==> src/spq_pkg.sv <==
// ----------------------------------------------------------------------------
// spq_pkg: shared types and constants of the sorted priority task queue
// Entry layout, request and status codes, and field widths.
// ----------------------------------------------------------------------------
package spq_pkg;

  localparam int ID_W         = 16;
  localparam int PRIO_W       = 8;
  localparam int HANDLE_W     = 16;
  localparam int DEF_CAPACITY = 16;
  localparam int MAX_RESULTS  = 16;

  // Request codes
  localparam logic [1:0] REQ_ADD       = 2'd0;
  localparam logic [1:0] REQ_REMOVE_HI = 2'd1;
  localparam logic [1:0] REQ_REMOVE_ID = 2'd2;
  localparam logic [1:0] REQ_LIST      = 2'd3;

  // Result status codes
  localparam logic [1:0] ST_OK        = 2'd0;
  localparam logic [1:0] ST_EMPTY     = 2'd1;
  localparam logic [1:0] ST_NOT_FOUND = 2'd2;
  localparam logic [1:0] ST_FULL      = 2'd3;

  // One stored task
  typedef struct packed {
    logic [ID_W-1:0]     id;
    logic [PRIO_W-1:0]   prio;
    logic [HANDLE_W-1:0] handle;
  } entry_t;

endpackage

==> src/sorted_priority_task_queue_top.sv <==
// ----------------------------------------------------------------------------
// sorted_priority_task_queue_top: sorted priority task queue
// Holds up to CAPACITY tasks by descending priority, equal priorities in
// insertion order; serves add, pop-highest, remove-by-id and list requests.
// ----------------------------------------------------------------------------
// Usage:
//   Request: drive req_type, task_id, task_priority and desc_handle and
//   raise start; the transfer happens at a clock edge with start high and
//   busy low. busy stays high until every result of the request is out.
//   Results: each result is on status/out_id/out_priority/out_handle/last
//   for one cycle with out_valid high; last marks the final one. The
//   receiver cannot stall, so results must be taken as they appear.
//   The sequencer visits one memory entry per cycle through a priority
//   comparator (add) and an id comparator (remove); read data is registered.
//   Add: lower-priority entries shift up until the slot is found.
//   Pop/remove-by-id: result shown as soon as the entry is found while
//   the gap closes behind it. List: one result per cycle.
//   Immediate answers (full, empty) appear the cycle after the transfer.
//   Reset: clears the task count and the sequencer; the memory keeps no
//   reset value, and data read beyond the stored count is never used.
// ----------------------------------------------------------------------------
module sorted_priority_task_queue_top
  import spq_pkg::*;
#(
  parameter int CAPACITY = DEF_CAPACITY
) (
  input  logic                clk,
  input  logic                rst,
  input  logic                start,
  output logic                busy,
  input  logic [1:0]          req_type,
  input  logic [ID_W-1:0]     task_id,
  input  logic [PRIO_W-1:0]   task_priority,
  input  logic [HANDLE_W-1:0] desc_handle,
  output logic                out_valid,
  output logic [1:0]          status,
  output logic [ID_W-1:0]     out_id,
  output logic [PRIO_W-1:0]   out_priority,
  output logic [HANDLE_W-1:0] out_handle,
  output logic                last
);

  localparam int AW = $clog2(CAPACITY);

  logic          mem_wr_en;
  logic [AW-1:0] mem_wr_addr;
  entry_t        mem_wr_data;
  logic [AW-1:0] mem_rd_addr;
  entry_t        mem_rd_data;

  // Entry memory
  spq_store #(
    .CAPACITY (CAPACITY)
  ) u_store (
    .clk     (clk),
    .wr_en   (mem_wr_en),
    .wr_addr (mem_wr_addr),
    .wr_data (mem_wr_data),
    .rd_addr (mem_rd_addr),
    .rd_data (mem_rd_data)
  );

  // Request sequencer
  spq_seq #(
    .CAPACITY (CAPACITY)
  ) u_seq (
    .clk           (clk),
    .rst           (rst),
    .start         (start),
    .busy          (busy),
    .req_type      (req_type),
    .task_id       (task_id),
    .task_priority (task_priority),
    .desc_handle   (desc_handle),
    .mem_wr_en     (mem_wr_en),
    .mem_wr_addr   (mem_wr_addr),
    .mem_wr_data   (mem_wr_data),
    .mem_rd_addr   (mem_rd_addr),
    .mem_rd_data   (mem_rd_data),
    .out_valid     (out_valid),
    .status        (status),
    .out_id        (out_id),
    .out_priority  (out_priority),
    .out_handle    (out_handle),
    .last          (last)
  );

endmodule

==> src/spq_store.sv <==
// ----------------------------------------------------------------------------
// spq_store: task entry memory
// One write port and one read port; read data is registered.
// ----------------------------------------------------------------------------
module spq_store
  import spq_pkg::*;
#(
  parameter int CAPACITY = DEF_CAPACITY,
  localparam int AW = $clog2(CAPACITY)
) (
  input  logic          clk,
  input  logic          wr_en,
  input  logic [AW-1:0] wr_addr,
  input  entry_t        wr_data,
  input  logic [AW-1:0] rd_addr,
  output entry_t        rd_data
);

  entry_t mem [CAPACITY];

  // Write one entry, read one entry per cycle
  always_ff @(posedge clk) begin
    if (wr_en) begin
      mem[wr_addr] <= wr_data;
    end
    rd_data <= mem[rd_addr];
  end

endmodule

==> src/spq_seq.sv <==
// ----------------------------------------------------------------------------
// spq_seq: request sequencer of the sorted priority task queue
// Walks the entry memory one entry per cycle, comparing priority or id,
// to insert, delete, shift and list entries; drives the result registers.
// ----------------------------------------------------------------------------
module spq_seq
  import spq_pkg::*;
#(
  parameter int CAPACITY = DEF_CAPACITY,
  localparam int AW = $clog2(CAPACITY),
  localparam int CW = $clog2(CAPACITY + 1)
) (
  input  logic                clk,
  input  logic                rst,
  input  logic                start,
  output logic                busy,
  input  logic [1:0]          req_type,
  input  logic [ID_W-1:0]     task_id,
  input  logic [PRIO_W-1:0]   task_priority,
  input  logic [HANDLE_W-1:0] desc_handle,
  output logic                mem_wr_en,
  output logic [AW-1:0]       mem_wr_addr,
  output entry_t              mem_wr_data,
  output logic [AW-1:0]       mem_rd_addr,
  input  entry_t              mem_rd_data,
  output logic                out_valid,
  output logic [1:0]          status,
  output logic [ID_W-1:0]     out_id,
  output logic [PRIO_W-1:0]   out_priority,
  output logic [HANDLE_W-1:0] out_handle,
  output logic                last
);

  typedef enum logic [2:0] {
    S_IDLE,
    S_ADD_SCAN,
    S_ADD_PUT,
    S_DEL_SCAN,
    S_DEL_SHIFT,
    S_LIST
  } state_t;

  state_t        state;
  logic [AW-1:0] idx;
  logic [AW-1:0] end_idx;
  logic [CW-1:0] count;
  logic          head_only;
  entry_t        new_entry;

  logic [CW-1:0] count_m1;
  logic [AW-1:0] last_idx;
  logic          prio_stop;
  logic          hit;

  assign busy     = (state != S_IDLE);
  assign count_m1 = count - CW'(1);
  assign last_idx = count_m1[AW-1:0];

  // Compare units: priority for insert, id (or the head for pop) for delete
  assign prio_stop = (mem_rd_data.prio >= new_entry.prio);
  assign hit       = head_only || (mem_rd_data.id == new_entry.id);

  // Memory address and write control
  always_comb begin
    mem_wr_en   = 1'b0;
    mem_wr_addr = idx;
    mem_wr_data = new_entry;
    mem_rd_addr = idx + AW'(1);
    unique case (state)
      S_IDLE: begin
        mem_rd_addr = (req_type == REQ_ADD) ? last_idx : '0;
      end
      S_ADD_SCAN: begin
        mem_wr_en   = 1'b1;
        mem_wr_addr = idx + AW'(1);
        mem_wr_data = prio_stop ? new_entry : mem_rd_data;
        mem_rd_addr = idx - AW'(1);
      end
      S_ADD_PUT: begin
        mem_wr_en = 1'b1;
      end
      S_DEL_SHIFT: begin
        mem_wr_en   = 1'b1;
        mem_wr_addr = idx - AW'(1);
        mem_wr_data = mem_rd_data;
      end
      S_DEL_SCAN, S_LIST: begin
      end
      default: begin
      end
    endcase
  end

  // Sequencer state and result registers
  always_ff @(posedge clk) begin
    if (rst) begin
      state     <= S_IDLE;
      count     <= '0;
      out_valid <= 1'b0;
    end else begin
      out_valid <= 1'b0;
      unique case (state)
        S_IDLE: begin
          if (start) begin
            new_entry.id     <= task_id;
            new_entry.prio   <= task_priority;
            new_entry.handle <= desc_handle;
            idx              <= '0;
            head_only        <= (req_type == REQ_REMOVE_HI);
            if (int'(count) > MAX_RESULTS) begin
              end_idx <= AW'(MAX_RESULTS - 1);
            end else begin
              end_idx <= last_idx;
            end
            if (req_type == REQ_ADD) begin
              if (count == CW'(CAPACITY)) begin
                out_valid    <= 1'b1;
                status       <= ST_FULL;
                out_id       <= task_id;
                out_priority <= task_priority;
                out_handle   <= desc_handle;
                last         <= 1'b1;
              end else if (count == '0) begin
                state <= S_ADD_PUT;
              end else begin
                idx   <= last_idx;
                state <= S_ADD_SCAN;
              end
            end else if (count == '0) begin
              // Drop the request on an empty store
              out_valid    <= 1'b1;
              status       <= ST_EMPTY;
              out_id       <= '0;
              out_priority <= '0;
              out_handle   <= '0;
              last         <= 1'b1;
            end else if (req_type == REQ_LIST) begin
              state <= S_LIST;
            end else begin
              state <= S_DEL_SCAN;
            end
          end
        end
        S_ADD_SCAN: begin
          // Shift lower-priority entries up until the slot is found
          if (prio_stop) begin
            out_valid    <= 1'b1;
            status       <= ST_OK;
            out_id       <= new_entry.id;
            out_priority <= new_entry.prio;
            out_handle   <= new_entry.handle;
            last         <= 1'b1;
            count        <= count + CW'(1);
            state        <= S_IDLE;
          end else if (idx == '0) begin
            state <= S_ADD_PUT;
          end else begin
            idx <= idx - AW'(1);
          end
        end
        S_ADD_PUT: begin
          out_valid    <= 1'b1;
          status       <= ST_OK;
          out_id       <= new_entry.id;
          out_priority <= new_entry.prio;
          out_handle   <= new_entry.handle;
          last         <= 1'b1;
          count        <= count + CW'(1);
          state        <= S_IDLE;
        end
        S_DEL_SCAN: begin
          if (hit) begin
            out_valid    <= 1'b1;
            status       <= ST_OK;
            out_id       <= mem_rd_data.id;
            out_priority <= mem_rd_data.prio;
            out_handle   <= mem_rd_data.handle;
            last         <= 1'b1;
            if (idx == last_idx) begin
              count <= count_m1;
              state <= S_IDLE;
            end else begin
              idx   <= idx + AW'(1);
              state <= S_DEL_SHIFT;
            end
          end else if (idx == last_idx) begin
            out_valid    <= 1'b1;
            status       <= ST_NOT_FOUND;
            out_id       <= new_entry.id;
            out_priority <= '0;
            out_handle   <= '0;
            last         <= 1'b1;
            state        <= S_IDLE;
          end else begin
            idx <= idx + AW'(1);
          end
        end
        S_DEL_SHIFT: begin
          // Close the gap one entry per cycle
          if (idx == last_idx) begin
            count <= count_m1;
            state <= S_IDLE;
          end else begin
            idx <= idx + AW'(1);
          end
        end
        S_LIST: begin
          out_valid    <= 1'b1;
          status       <= ST_OK;
          out_id       <= mem_rd_data.id;
          out_priority <= mem_rd_data.prio;
          out_handle   <= mem_rd_data.handle;
          last         <= (idx == end_idx);
          if (idx == end_idx) begin
            state <= S_IDLE;
          end else begin
            idx <= idx + AW'(1);
          end
        end
        default: begin
          state <= S_IDLE;
        end
      endcase
    end
  end

endmodule
==> config.mk <==
export PLATFORM = sky130hd
export DESIGN_NAME = sorted_priority_task_queue_top
export DESIGN_NICKNAME = d
export VERILOG_FILES = /design/src/spq_pkg.sv /design/src/sorted_priority_task_queue_top.sv /design/src/spq_store.sv /design/src/spq_seq.sv
export SDC_FILE = /design/constraint.sdc
export NUM_CORES = 1
export LEC_CHECK = 0
export BUFFER_PORTS_ARGS = -buffer_cell sky130_fd_sc_hd__buf_2
export CORE_MARGIN = 5
export CORE_UTILIZATION = 30
export CTS_CLUSTER_DIAMETER = 30
export DETAILED_ROUTE_END_ITERATION = 12
export PLACE_DENSITY = 0.41
export REMOVE_ABC_BUFFERS = 1
export SLEW_MARGIN = 15
export SYNTH_ARGS = -nofsm -noshare
export SYNTH_HDL_FRONTEND = slang
export SYNTH_SLANG_ARGS = --single-unit
export TNS_END_PERCENT = 30
==> constraint.sdc <==
create_clock -name clk -period 9.8 [get_ports clk]
set_input_delay 0 -clock clk [delete_from_list [all_inputs] [get_ports clk]]
set_output_delay 0 -clock clk [all_outputs]
set_load 0.01 [all_outputs]
==> impl_metrics.yaml, run 1 <==
critical_path:
  path_cells: "inv_1 > ha_1 > nor2b_1 > o31ai_1 > a21boi_4 > buf_4 > buf_4 > a32oi_1 > nand4_1 > o21ai_1"
  crit_path_end_kind: "flop"
  crit_required_ns: 10.37
  path_max_fanout: 35
  start_kind: "flop"
  cp.arrival_ns: 5.45
  max_stage_delay_ns: 0.86
  crit_type: "reg -> reg"
  cp_common_cell: "buf_4"
  cpMaxStageDelayCell: "a21boi_4"
layout:
  nets: 2640
  finalInstanceArea_sq_um: 40360
  final_layout_size_suffix_gt1_share_pct: 17.83
  diodes: 0
  synthToLayoutAreaGrowth_pct: 29.25
floorplanning:
  die-area_sq_um: 110600
  core_sq_um: 103500
  die_h_um: 332.6
  io_pins: 90
  die_x_um: 332.6
  row_count: 118
  start_util_pct: 30.17
synth:
  synth_xor_area_share_pct: 0.9537
  synth.distinct_cells: 61
  synth_area_leaders: "edfxtp_1, nand2_1, nand3_1"
  postSynthAreaPerCell_sq_um: 13.39
  synth-simple-area-share_pct: 14.18
  synth_top_area_share_pct: 70.40
  syn_inst: 2332
  synthArstFlopShare_pct: 0
  synth_compound_area_share_pct: 4.776
  synth_ff_type: "edfxtp_1"
  synth_largest_area_cell: "edfxtp_1"
  synthAdderAreaFrac_pct: 0.5209
  ys_seq_area_share_pct: 73.54
  synth_top_family_by_area: "simple AND/OR/NAND/NOR gates"
  synth-seq-cells: 781
  synth_edf_count: 732
  synth_common_cells: "edfxtp_1, nand2_1, nand3_1"
  muxShareOfSynthArea_pct: 3.057
  yosysMostFrequentCell: "edfxtp_1"
  yosysWarnings: 0
  syn_area_sq_um: 31220
pwr:
  powerDensity_nw_per_um2: 378.8
  ir_worst_vdd_mv: 0.2967
  total_power_mw: 15.29
  power.leakage_nw: 14.36
timing:
  hold_viol: 0
  fmax_ghz: 0.2047
  setup_viol: 0
  skew_ns: 0.02438
  tns_ns: 0
  tightest_slew_ns: 1.251
  period_share_pct: 49.85
  fin_crit_ns: 4.885
  drv_slew: 0
  rsz0062_at_grt: "no"
  relSlewSlack_pct: 16.58
  setup_ws_ns: 4.915
flow_run:
  max_cap_violations: 0
detailed_routing:
  drt_first_pass_iters: 5
  ant_nets: 0
  drc: 0
  wl_um: 95220
  drtIter0Drc: 1580
  viasPerCell: 4.938
  avgRoutedWirePerCell_um: 23.09
  vias: 20360
clocking:
  cts_buffers: 186
  cts.path.max_buffers: 3
  cts.sinks: 781
  clk_latency_ns: 0.74
  cts_tree: "yes"
  root_buffer: "clkbuf_16"
  cts_max_level: 4
  clk_pin_slew_ns: 0.05
place:
  numPortBuffers: 89
  gp_congestion: 0.7453
  dpl_worst_slack_ns: 4.886
  dp_hpwl_um: 45580
  place_area_sq_um: 33210
grt:
  grt_usage_pct: 16.90
  grt_pass1_wl_um: 139500
  grt_pass1_vias: 20640
  overflow: 0
  antenna_found_initial: 2
  grt_start_max_net_pins: 204
run_status:
  status: "completed"
worst_hold_path:
  hold_class: "in -> reg"
path summary, 6_finish.rpt:
| kind | start | endpoint | slack (ns) | cells after the start |
|---|---|---|---|---|
| setup / recovery | u_seq.idx[0] | u_store.rd_data[29] | 4.91 | 10 |
| hold / removal | task_priority[6] | u_seq.new_entry[22] | 0.05 | 2 |
| setup reg to reg | u_seq.idx[0] | u_store.rd_data[29] | 4.91 | 10 |
| hold reg to reg | u_store.rd_data[13] | u_seq.out_handle[13] | 0.57 | 2 |
layout by cell type, fill, tap and decap left out, types with 36 or more instances in the layout:
| cell | instances |
|---|---|
| nand2_1 | 584 |
| buf_2 | 89 |
| clkinv_2 | 40 |
| dfxtp_1 | 49 |
| dlygate4sd3_1 | 82 |
| nand3_1 | 242 |
| clkbuf_16 | 187 |
| nand4_1 | 83 |
| buf_4 | 36 |
| o21ai_1 | 42 |
| edfxtp_1 | 732 |
| inv_1 | 57 |
| a32oi_1 | 43 |
| mux2i_1 | 41 |
final cells by class:
| class | instances | area [sq um] |
|---|---|---|
| Clock buffer | 227 | 4950 |
| Multi-Input combinational cell | 1347 | 7551 |
| Sequential cell | 781 | 22960 |
| Clock inverter | 122 | 1378 |
| Fill cell | 9718 | 63140 |
| Inverter | 57 | 214.0 |
| Timing Repair Buffer | 209 | 1577 |
| Tap cell | 1380 | 1727 |
sequential cells by signal (all words and copies together), names as in the netlist:
register,flops
u_store.mem,640
u_seq.new_entry,40
u_store.rd_data,40
u_seq.out_handle,16
u_seq.out_id,16
u_seq.out_priority,8
u_seq.count,5
u_seq.end_idx,4
u_seq.idx,4
u_seq.state,3
u_seq.status,2
u_seq.head_only,1
u_seq.last,1
u_seq.out_valid,1
per-stage QoR:
| step | util [%] | std cells | hold slack (ns) |
|---|---|---|---|
| floorplan | - | 2185 | 0.08306 |
| global placement | 32.09 | 3692 | 0.1953 |
| detailed placement | 32.09 | 3692 | 0.1956 |
| CTS | 38.99 | 4123 | 0.009037 |
| global route | 38.99 | 4123 | 0.02907 |
| finish | 38.99 | 4123 | 0.05495 |
power by group:
| part | internal [mW] | switching [mW] |
|---|---|---|
| Combinational | 1.19 | 3.13 |
| Clock | 4.17 | 1.91 |
| Sequential | 4.61 | 0.272 |
timing repair:
item / 4_1_cts / 5_1_grt
hold buffers: 82 / 0
gates resized for setup: 0 / 0
buffers inserted: 0 / 0
hold endpoints to repair: 98 / 0
routing by layer:
metal | vias up | GRT usage (%) | share of wire (%)
li1 | 9242 | - | -
met1 | 10330 | 23.00 | 45
met2 | 617 | 27.11 | 47
met3 | 174 | 3.133 | 4.9
met4 | 0 | 6.312 | 3.1
met5 | - | 0 | 0
cell families after synthesis:
| group | after synthesis |
|---|---|
| xor gates and xnor gates | 34 |
| DFF | 781 |
| buffers and inverters | 204 |
| AOI/OAI and AO/OA | 211 |
| adders and majority gates | 13 |
| muxes | 88 |
| and+or+nand+nor | 1001 |
critical path, delay by kind of cell, from the launching register on:
| family | cells | cell delay [ns] |
|---|---|---|
| flops | 1 | 0.80 |
| fa+ha+maj | 1 | 0.50 |
| simple gates | 2 | 0.24 |
| buf+inv | 3 | 1.41 |
| compound gates | 4 | 1.73 |
No activity file was read; power rests on OpenSTA's default activity.
==> run 2: changes to the inputs <==
Clock period 9.8 ns to 4.85 ns, I/O delays scaled along.
==> run 2 against run 1 <==
Compared with the run above: register-to-register slack worse by 3.8 ns; combinational power is 110% higher; core utilization is 0.19 points higher; clock-buffer cell count is 25 lower; largest power group unchanged; highest routed layer unchanged; non-clock buffer count is 14 higher; wire length is 1.6% higher; worst hold slack hardly changed; via count is 0.20% lower; final cell count is 0.22% lower; critical path depth is 1 lower; maximum frequency is 29% higher; sequential share of layout area is 0.28 points lower.
==> impl_metrics.yaml, run 2 (synthesized netlist as in run 1, its figures left out) <==
run_status:
  status: "completed"
detailed_routing:
  wl_met2_um: 45100
  vias: 20320
  ant_nets: 0
  avgRoutedWirePerCell_um: 23.52
  drc: 0
  viasPerCell: 4.939
  drtIter0Drc: 1617
  routed.top_layer: "met4"
  wl_um: 96760
  met1_length_um: 44420
  drt_first_pass_iters: 7
  wl_met3_um: 4847
timing:
  period_share_pct: 77.83
  rsz0062_at_grt: "no"
  skew_ns: 0.04231
  tightest_slew_ns: 1.081
  setup_viol: 0
  fin_crit_ns: 3.775
  drv_slew: 0
  hold_viol: 0
  relSlewSlack_pct: 27.93
  fmax_ghz: 0.2649
clocking:
  cts_tree: "yes"
  root_buffer: "clkbuf_16"
  cts.sinks: 781
  clk_pin_slew_ns: 0.04
  cts_resized: 0
  cts_buffers: 172
  clk_latency_ns: 0.76
  cts_max_level: 4
  cts.path.max_buffers: 3
grt:
  antenna_found_initial: 0
  grt_pass1_vias: 20320
  overflow: 0
  grt_pass1_wl_um: 140300
  grt_usage_pct: 17.10
  grt_start_max_net_pins: 157
critical_path:
  crit_path_end_kind: "flop"
  crit_type: "reg -> reg"
  start_kind: "flop"
  cp.arrival_ns: 4.36
  crit_required_ns: 5.44
  path_max_fanout: 80
layout:
  nets: 2640
  finish.utilization_pct: 39.19
  final_layout_size_suffix_gt1_share_pct: 17.97
  largest_register_ffs: 640
  final_cell_mix: "edfxtp_1, nand2_1, nand3_1, clkbuf_16, buf_2"
  synthToLayoutAreaGrowth_pct: 29.88
  layout_commonest_cell: "edfxtp_1"
  largestRegisters: "u_store.mem: 640 flops, u_seq.new_entry: 40 flops, u_store.rd_data: 40 flops"
  regMostFlops: "u_store.mem"
floorplanning:
  core_sq_um: 103500
  die_x_um: 332.6
  row_count: 118
  io_pins: 90
  die_h_um: 332.6
  start_util_pct: 30.17
  die-area_sq_um: 110600
worst_hold_path:
  hold_class: "in -> reg"
place:
  dp_hpwl_um: 47200
  gp_congestion: 0.7379
  numPortBuffers: 89
pwr:
  total_power_mw: 30.89
  power.leakage_nw: 14.36
  powerDensity_nw_per_um2: 761.7
  ir_worst_vdd_mv: 0.6933
flow_run:
  max_cap_violations: 0
[run 2: cell count changes in the layout (fill, tap and decap cells not counted), sizes merged]
cell,change
bufinv,+2
clkinv,-9
clkinvlp,+5
diode,+1
clkbuf,-25
dlygate4sd3,-1
buf,+15
inv,+3
[run 2: power by group]
part           internal [mW]  switching, mW  total (mW)  leakage [nW]
sequential              9.31          0.560        9.87          7.03
combinational           2.62           6.48        9.10          4.41
clock                   8.01           3.91        11.9          2.92
total                   19.9           11.0        30.9          14.4
[run 2: final timing paths]
kind	end	startpoint	cells past startpoint	slack (ns)
setup / recovery	u_store.rd_data[4]	u_seq.idx[0]	9	1.08
hold / removal	u_seq.new_entry[24]	task_id[0]	2	0.05
setup reg to reg	u_store.rd_data[4]	u_seq.idx[0]	9	1.08
hold reg to reg	u_seq.out_handle[5]	u_store.rd_data[5]	2	0.57
[run 2: final cells by class]
class / instances / area (sq um)
inverter: 57 / 214.0
clock inverter: 123 / 1609
fill: 9662 / 62940
timing repair buffer: 223 / 2004
clock buffer: 202 / 4487
antenna: 1 / 2.502
multi-input combinational: 1347 / 7551
tap: 1380 / 1727
sequential: 781 / 22960
[run 2: critical path, cell delays in order, from the launching register on]
cell and delay, ns:
edfxtp_1 0.83, inv_1 0.20, ha_1 0.52, nor2b_1 0.08, o31ai_1 0.65, and3_4 0.33
buf_12 0.44, a32oi_1 0.20, nand4_1 0.17, o21ai_1 0.10
[run 2: timing repair]
| action | in CTS | in global routing |
|---|---|---|
| hold buffers | 81 | 0 |
| endpoints found under the hold margin | 98 | 0 |
| setup endpoints to repair | 0 | 0 |
| setup buffers | 0 | 0 |
[run 2: through the flow]
stage / TNS, ns / cells / cell area, sq um / worst slack, ns / hold WS, ns
after floorplan: -237.08 / 2185 / 30510 / -3.980 / 0.08306
after detailed placement: 0 / 3707 / 33650 / 1.022 / 0.1955
final: 0 / 4114 / 40560 / 1.075 / 0.05484
after CTS: 0 / 4113 / 40550 / 1.039 / 0.01063
after global routing: 0 / 4113 / 40550 / 0.8447 / 0.02716
after global placement: 0 / 3707 / 33650 / 1.166 / 0.1954
[run 2: per-layer routing]
layer	GRT usage, %	vias to the layer above
met1	23.89	10350
met5	0	-
met3	3.133	170
li1	-	9206
met4	5.691	0
met2	27.10	595
